File: src/rtl/ghb_pkg.sv
// Package for the gradient histogram builder.
// Holds field widths, payload structs, opcodes, register indexes and the
// controller/datapath command and status structs. No dependencies.
package ghb_pkg;

  localparam int OP_W       = 2;
  localparam int FEAT_W     = 8;
  localparam int BIN_W      = 11;
  localparam int OFFS_W     = 10;
  localparam int SAMPLE_W   = 32;
  localparam int SUM_W      = 48;
  localparam int BIN_READ_W = 10;
  localparam int CFG_IDX_W  = 1;
  localparam int CFG_DATA_W = 11;
  localparam int LIM_W      = 17;

  localparam int NUM_BINS_DEF     = 1024;
  localparam int MAX_FEATURES_DEF = 256;

  localparam logic [CFG_DATA_W-1:0] BINS_IN_USE_RST = CFG_DATA_W'(1024);

  localparam logic [CFG_IDX_W-1:0] CFG_DENSE_MODE  = 1'd0;
  localparam logic [CFG_IDX_W-1:0] CFG_BINS_IN_USE = 1'd1;

  localparam logic [OP_W-1:0] OP_ADD    = 2'd0;
  localparam logic [OP_W-1:0] OP_OFFSET = 2'd1;
  localparam logic [OP_W-1:0] OP_READ   = 2'd2;

  typedef struct packed {
    logic [OP_W-1:0]            op;
    logic [FEAT_W-1:0]          feature;
    logic [BIN_W-1:0]           bin;
    logic [OFFS_W-1:0]          offset_value;
    logic signed [SAMPLE_W-1:0] grad;
    logic signed [SAMPLE_W-1:0] hess;
  } ghb_in_t;

  typedef struct packed {
    logic [BIN_READ_W-1:0]   bin_read;
    logic signed [SUM_W-1:0] grad_sum;
    logic signed [SUM_W-1:0] hess_sum;
  } ghb_out_t;

  typedef struct packed {
    logic item_cap;
    logic off_wr;
    logic sum_rd;
    logic sum_wr_acc;
    logic sum_wr_zero;
    logic clr_wr;
    logic out_load;
  } ghb_cmd_t;

  typedef struct packed {
    logic [OP_W-1:0] op;
    logic            add_ok;
    logic            read_ok;
    logic            feature_ok;
    logic            clr_last;
    logic            out_busy;
  } ghb_status_t;

endpackage

File: src/rtl/ghb_ctrl.sv
// Controller for the gradient histogram builder: clear sweep, item decode
// and memory sequencing. Uses ghb_pkg command and status structs.
module ghb_ctrl (
  input  logic                clk_i,
  input  logic                rst_ni,
  input  logic                in_valid_i,
  output logic                in_ready_o,
  input  ghb_pkg::ghb_status_t status_i,
  output ghb_pkg::ghb_cmd_t    cmd_o
);

  typedef enum logic [2:0] {
    ST_CLEAR,
    ST_IDLE,
    ST_DECODE,
    ST_ACC,
    ST_READ
  } state_e;

  state_e state_q, state_d;

  always_comb begin
    state_d    = state_q;
    cmd_o      = '0;
    in_ready_o = 1'b0;
    case (state_q)
      ST_CLEAR: begin
        cmd_o.clr_wr = 1'b1;
        if (status_i.clr_last) begin
          state_d = ST_IDLE;
        end
      end
      ST_IDLE: begin
        in_ready_o = 1'b1;
        if (in_valid_i) begin
          cmd_o.item_cap = 1'b1;
          state_d        = ST_DECODE;
        end
      end
      ST_DECODE: begin
        state_d = ST_IDLE;
        case (status_i.op)
          ghb_pkg::OP_ADD: begin
            if (status_i.add_ok) begin
              cmd_o.sum_rd = 1'b1;
              state_d      = ST_ACC;
            end
          end
          ghb_pkg::OP_OFFSET: begin
            cmd_o.off_wr = status_i.feature_ok;
          end
          ghb_pkg::OP_READ: begin
            if (status_i.read_ok) begin
              cmd_o.sum_rd = 1'b1;
              state_d      = ST_READ;
            end
          end
          default: begin
            state_d = ST_IDLE;
          end
        endcase
      end
      ST_ACC: begin
        cmd_o.sum_wr_acc = 1'b1;
        state_d          = ST_IDLE;
      end
      ST_READ: begin
        if (!status_i.out_busy) begin
          cmd_o.out_load    = 1'b1;
          cmd_o.sum_wr_zero = 1'b1;
          state_d           = ST_IDLE;
        end
      end
      default: begin
        state_d = ST_IDLE;
      end
    endcase
  end

  always_ff @(posedge clk_i or negedge rst_ni) begin
    if (!rst_ni) begin
      state_q <= ST_CLEAR;
    end else begin
      state_q <= state_d;
    end
  end

endmodule

File: config.mk
export PLATFORM = sky130hd
export DESIGN_NAME = ghb_ctrl
export DESIGN_NICKNAME = d
export VERILOG_FILES = /design/src/rtl/ghb_pkg.sv /design/src/rtl/ghb_ctrl.sv
export SDC_FILE = /design/constraint.sdc
export NUM_CORES = 1
export LEC_CHECK = 0
export ABC_CLOCK_PERIOD_IN_PS = 4000
export BUFFER_PORTS_ARGS = -buffer_cell sky130_fd_sc_hd__buf_2
export CAP_MARGIN = 5
export CORE_AREA = 2 2 39 41
export CTS_BUF_LIST = sky130_fd_sc_hd__clkbuf_8
export CTS_CLUSTER_DIAMETER = 80
export DETAILED_ROUTE_END_ITERATION = 10
export DIE_AREA = 0 0 41 43
export PLACE_DENSITY = 0.46
export SYNTH_ARGS = -nofsm -noshare
export SYNTH_HDL_FRONTEND = slang
export SYNTH_SLANG_ARGS = --single-unit
export TNS_END_PERCENT = 30
File: constraint.sdc
create_clock -name clk_i -period 4 [get_ports clk_i]
set_input_delay 0.8 -clock clk_i [delete_from_list [all_inputs] [get_ports clk_i]]
set_output_delay 0.8 -clock clk_i [all_outputs]
set_load 0.05 [all_outputs]
== After elaboration in Yosys (flattened, before gate mapping) ==
Cells that the tools add are included.

* Add/subtract/negate cells: 0
* $mul: 0
* Divide/modulo/power cells: 0
* Magnitude comparators: 0
* Equal/unequal tests: 9
* Shifts and indexed selects: 0
* Multiplexer cells: 19
* Bitwise operators: 0
* Reduce and logical (&&, ||, !) cells: 3

{| class="wikitable"
|+ Operators with widths
! operator !! count
|-
| two-way mux 3 bit || 4
|-
| one-hot mux 3 bit (4 select lines) || 1
|-
| two-way mux 1 bit || 10
|-
| equality test 3 x 2 -> 1 bit (second input constant) || 2
|-
| inequality test 2 bit (second input constant) || 3
|-
| one-hot mux 3 bit (2 select lines) || 1
|-
| two-way mux 2 bit || 2
|-
| equality test 3 x 1 -> 1 bit (second input constant) || 1
|-
| equality test 3 bit (second input constant) || 1
|-
| zero test 3 bit || 1
|-
| AND reduction 3 bit || 1
|-
| equality test 2 x 1 -> 1 bit (second input constant) || 1
|-
| equality test 2 bit (second input constant) || 1
|-
| zero test 2 bit || 1
|-
| one-hot mux 1 bit (2 select lines) || 1
|}

* Bits in registers: 3
* Bits in latches: 0
* Bits in writable memories: 0
* Bits in read-only memories: 0
* Bits of input ports: 10
* Output and inout bits: 8
* Logic and storage cells: 32
* Memories kept: 0

== Logic depth before layout (Yosys ltp) ==
Gate-level depths: netlist of the first run.

* Depth in word-level cells: 3
* Mapped depth: 4
* Mapped depth without buffers: 3

== Worst setup path after synthesis of the first run ==
No wires, ideal clock.

* Path type: input port to output port
* Start: input status_i[0] in the netlist's numbering
* End: output cmd_o[2] in the netlist's numbering
* Data arrival time: 2.301 ns
* Required time: 3.200 ns
* Slack: 0.899 ns
* Cell stages on the path: 2
* Buffers on the path: 1
* Cell sequence: nor3_1 -> buf_4

{| class="wikitable"
|+ RTL lines
! what !! line !! text
|-
| start: declaration || ghb_ctrl.sv:8 || <nowiki>input ghb_pkg::ghb_status_t status_i,</nowiki>
|-
| end: declaration || ghb_ctrl.sv:9 || <nowiki>output ghb_pkg::ghb_cmd_t cmd_o</nowiki>
|}

==> metrics.csv, run 1 <==
metric,value,unit
status,"finished, final reports clean",
die area,1760,sq um
total nets after synthesis,38,
Worst Max-Slew Pin Slew,0.330,ns
"Remaining Overflow, GRT",0,
clock-pin transition on the worst setup and hold timing paths,0.03,ns
gpl congestion,0.713,
Placed Cells,59,
worst r2r dst,state_q[0],
Clock Tree Buf Depth,2,
"Avg Cell Area, Syn",8.94,sq um
post-route cell area,385,sq um
Routed WL per cell,9.67,um
max incr delay on CP,0.51,ns
final setup fails,0,
crit-path max FO,3,
"setup slack, reg-to-reg",2.58,ns
max reg flops,3,
total CTS buffers,3,
FMAX,380,MHz
leak pwr,0.193,nW
largest net degree at the start of global routing,11,
Vias,274,
Post-Route WL,609,um
Reg-to-Reg Start,state_q[2],
crit path cell chain,buf_2 -> or4b_4 -> a21oi_1 -> buf_2,
Final period util,65.7,%
VDD IR max,0.192,mV
R2R depth,3,
endpoint class of the critical path,output port,
All-Layer GR Usage,8.84,%
Post-CTS Hold Buffers,0,
antenna fix cells,0,
HP Class,in2async,
Seq cells post-synth,3,
count of different cell masters after synthesis,21,
Avg Vias per Cell,4.35,
Final Net Count,58,
CTS H-tree lvls,1,
Die X,41,um
Crit-path slowest cell,or4b_4,
Synth-to-Final Area Change,54.0,%
CTS tree,yes,
initial antenna violation count,0,
die height,43,um
slew margin rel.,78.0,%
I/O Pins,18,
register with the most flip-flops,state_q,
sequential area share after synthesis,30.0,%
share of the synthesized area in the top cell type,30.0,%
Yosys top cell by area,dfrtp_1,
setup TNS,0,ns
Root Buffer,clkbuf_8,
Slew Limit Fails,0,
Power Dens Cells,773,nW/um^2
post-synth design cell area,250,sq um
first-pass GRT wire length,1.04,mm
clk sink count,3,
cell mode on critical path,buf_2,
drt pass-1 iters,1,
vias in the first global route,267,
RSZ-0062 raised after global routing,false,
final clock skew,0.00189,ns
critical path data required time,3.20,ns
area of the core,1380,sq um
PortBufs,17,
layout cells sized above 1,51.1,%
# resized after CTS,0,
synth top area cells,"dfrtp_1 (30%), nor3_1 (6.0%), buf_4 (6.0%), or4b_4 (5.5%), nand2b_1 (5.0%)",
Crit Path Class,in2out,
# rows,14,
fillers,156,
post-route DRC violation count,0,
biggest regs,state_q (3),
Setup Buffers After CTS,0,
Hold Fails Final Rpt,0,
DR iter-0 viols,0,
area post-placement,340,sq um
Synth Instances,28,
crit start category,input pin,
Skew-Pair Late Insertion Delay,0.21,ns
YS warnings,0,
Critical Path AT,1.83,ns
DRT antenna net count,0,
time the worst path needs with I/O delays and setup,2.63,ns
Initial Util,18.1,%
Max Cap Viol,0,
Final Non-Filler Cells,63,
[worst max path at each step]
stage / start / end / depth (start not counted)
2_1_floorplan: status_i[0] / cmd_o[2] / 2
3_3_place_gp: status_i[5] / cmd_o[4] / 4
3_5_place_dp: status_i[5] / cmd_o[4] / 4
4_1_cts: status_i[5] / cmd_o[4] / 4
5_1_grt: status_i[5] / cmd_o[4] / 4
6_report: status_i[5] / cmd_o[4] / 4
[cell usage after synthesis (all sizes together)]
master,number
dfrtp,3
nor3,3
a21oi,2
buf,2
nand2b,2
o21ai,2
or4b,2
and2,1
and3b,1
inv,1
mux2,1
nand2,1
nand3b,1
nand4b,1
nor2b,1
o22ai,1
o32ai,1
or2b,1
or3b,1
[metal layers]
layer	GRT usage [%]	part of all wire, %	vias to the layer above
met5	0	0	-
met4	8.00	0	0
met3	1.57	5.7	0
met2	12.2	55	8
met1	11.0	39	123
li1	-	-	143
[metrics by stage]
step | hold WS (ns) | setup slack, ns | total power (W) | util (%)
floorplan | 0.503 | 0.899 | 0.000185 | -
global placement | 0.586 | 1.38 | 0.000216 | 24.6
detailed placement | 0.571 | 1.37 | 0.000216 | 24.6
CTS | 0.370 | 1.37 | 0.000303 | 27.8
global route | 0.375 | 1.34 | 0.000315 | 27.8
finish | 0.373 | 1.37 | 0.000298 | 27.8
[cell type report]
class	count	area, sq um	area share [%]
repair buffers	17	85.1	22.1
multi-input cells	22	156	40.6
well taps	16	20.0	5.19
clock buffers	3	41.3	10.7
flip-flops and latches	3	75.1	19.5
inverters	1	3.75	0.974
clock inverters	1	3.75	0.974
[cell families after synthesis]
logic type / synth area share [%]
and+or+nand+nor: 44.0
AOI/OAI and AO/OA: 14.0
muxes: 4.50
DFF: 30.0
buffers and inverters: 7.50
[power breakdown]
part	internal, W	switching (W)
clock network	0.0000653	0.0000193
logic	0.0000504	0.000103
registers	0.0000405	0.0000198
[worst max-delay path, delay by kind of cell]
family	cells	cell delay, ns
and+or+nand+nor	1	0.51
buffers and inverters	2	0.39
AOI/OAI and AO/OA	1	0.13
[cell usage in the layout (no fill, tap or decap)]
cell,count
or3b_2,1
and3b_2,1
o21ai_0,1
nand2b_1,2
buf_2,17
and2_1,1
mux2_2,1
or4b_4,1
dfrtp_1,3
nand4b_1,1
a21oi_1,2
inv_1,2
nand3b_1,1
o32ai_1,1
nor3_1,3
clkbuf_8,3
or2b_1,1
nand2_1,1
o21ai_1,1
o22ai_1,1
or4b_1,1
nor2b_1,1
Note: power is estimated with default switching activity, not from simulation.
==> inputs of run 2 (changes only) <==
--- a/config.mk
+++ b/config.mk
@@ -5,7 +5,7 @@
 export SDC_FILE = /design/constraint.sdc
 export NUM_CORES = 1
 export LEC_CHECK = 0
-export ABC_CLOCK_PERIOD_IN_PS = 4000
+export ABC_CLOCK_PERIOD_IN_PS = 2300
 export BUFFER_PORTS_ARGS = -buffer_cell sky130_fd_sc_hd__buf_2
 export CAP_MARGIN = 5
 export CORE_AREA = 2 2 39 41
@@ -13,7 +13,7 @@
 export CTS_CLUSTER_DIAMETER = 80
 export DETAILED_ROUTE_END_ITERATION = 10
 export DIE_AREA = 0 0 41 43
-export PLACE_DENSITY = 0.46
+export PLACE_DENSITY = 0.48
 export SYNTH_ARGS = -nofsm -noshare
 export SYNTH_HDL_FRONTEND = slang
 export SYNTH_SLANG_ARGS = --single-unit
==> constraint.sdc (replaced) <==
create_clock -name clk_i -period 2.3 [get_ports clk_i]
set_input_delay 0.46 -clock clk_i [delete_from_list [all_inputs] [get_ports clk_i]]
set_output_delay 0.46 -clock clk_i [all_outputs]
set_load 0.05 [all_outputs]
==> metrics.csv, run 2 (synthesized netlist as in run 1, its figures left out) <==
metric,value,unit,change
first-pass GRT wire length,917,um,-12%
# rows,14,,unchanged
Final Non-Filler Cells,63,,unchanged
Synth-to-Final Area Change,56.0,%,
Die X,41,um,unchanged
crit-path max FO,9,,+6
Skew-Pair Late Insertion Delay,0.22,ns,about the same
Final period util,91.7,%,
Setup Buffers After CTS,0,,unchanged
fillers,150,,-3.8%
Slew Limit Fails,0,,unchanged
most frequent cells in the layout,"buf_2 (17), clkbuf_8 (3), dfrtp_1 (3)",,
critical path data required time,1.84,ns,-1.36 ns
Tot Pwr,0.000524,W,+76%
post-route DRC violation count,0,,unchanged
largest net degree at the start of global routing,11,,unchanged
Crit Path Class,reg2out,,
area of the core,1380,sq um,unchanged
layout cells sized above 1,53.2,%,+2.1 points
slew margin rel.,77.3,%,-0.65 points
Final Net Count,58,,unchanged
Vias,282,,+2.9%
clk sink count,3,,unchanged
CTS tree,yes,,
biggest regs,state_q (3),,
Post-CTS Hold Buffers,0,,unchanged
Worst Max-Slew Pin Slew,0.339,ns,+0.00976 ns
final setup fails,0,,unchanged
Root Buffer,clkbuf_8,,
All-Layer GR Usage,8.46,%,-0.39 points
max reg flops,3,,unchanged
final core occ,28.2,%,+0.36 points
Critical Path AT,1.65,ns,-0.18 ns
Post-Route WL,622,um,+2.1%
status,"finished, final reports clean",,
DRT antenna net count,0,,unchanged
vias in the first global route,247,,-7.5%
initial antenna violation count,0,,unchanged
endpoint class of the critical path,output port,,
total CTS buffers,3,,unchanged
time the worst path needs with I/O delays and setup,2.11,ns,
VDD IR max,0.442,mV,+130%
die area,1760,sq um,unchanged
die height,43,um,unchanged
Clock Tree Buf Depth,2,,unchanged
gpl congestion,0.694,,-2.6%
DR iter-0 viols,2,,+2
CTS H-tree lvls,1,,unchanged
post-route setup slack,0.190,ns,-1.18 ns
Routed WL per cell,9.87,um,+2.1%
setup TNS,0,ns,unchanged
Avg Vias per Cell,4.48,,+2.9%
I/O Pins,18,,unchanged
Setup WS pre-CTS,0.338,ns,-1.03 ns
register with the most flip-flops,state_q,,
antenna fix cells,0,,unchanged
crit start category,register,,
Hold Fails Final Rpt,0,,unchanged
"Remaining Overflow, GRT",0,,unchanged
"commonest non-fill, non-tap cell in the layout",buf_2,,
# resized after CTS,0,,unchanged
drt pass-1 iters,2,,+1
leak pwr,0.195,nW,+1.0%
Max Cap Viol,0,,unchanged
final clock skew,0.000515,ns,-0.00138 ns
Initial Util,18.1,%,unchanged
HP Class,in2async,,
RSZ-0062 raised after global routing,false,,
FMAX,474,MHz,
clock-pin transition on the worst setup and hold timing paths,0.03,ns,about the same
PortBufs,17,,unchanged
Placed Cells,59,,unchanged
Power Dens Cells,1340,nW/um^2,+74%
-- run 2: cell type report --
type	instances	area, sq um	area share [%]
clock inverters	1	3.75	0.962
flip-flops and latches	3	75.1	19.2
multi-input cells	22	161	41.3
clock buffers	3	41.3	10.6
well taps	16	20.0	5.13
inverters	1	3.75	0.962
repair buffers	17	85.1	21.8
-- run 2: worst paths after layout --
check	from	endpoint	slack [ns]	depth (start not counted)
max	state_q[2]	cmd_o[6]	0.19	4
min	rst_ni	state_q[2]	0.03	1
max reg2reg	state_q[2]	state_q[0]	0.87	3
min reg2reg	state_q[0]	state_q[2]	0.57	1
max in group asynchronous	rst_ni	state_q[1]	2.17	1
min in group clk_i	in_valid_i	state_q[0]	0.46	2
-- run 2: worst max-delay path, stage by stage (launching register included) --
cell	delay, ns
dfrtp_1	0.44
or3b_2	0.54
inv_1	0.09
and2_1	0.11
buf_2	0.25
-- run 2: metal layers --
metal / global-route usage, % / wire length, um / vias to the layer above
met5: 0 / 0 / -
met1: 8.44 / 243 / 126
met2: 11.3 / 299 / 12
li1: - / - / 142
met4: 8.00 / 19 / 0
met3: 5.24 / 60 / 2
-- run 2: power breakdown --
| part | internal [W] | switching (W) |
|---|---|---|
| Clock | 0.000114 | 0.0000370 |
| Sequential | 0.0000704 | 0.0000366 |
| Combinational | 0.0000877 | 0.000178 |
| Total | 0.000272 | 0.000252 |
-- run 2: stage by stage --
stage               hold WS, ns  area (sq um)
floorplan                 0.164           255
global placement          0.258           345
detailed placement        0.255           345
CTS                      0.0263           390
global route             0.0265           390
finish                   0.0276           390
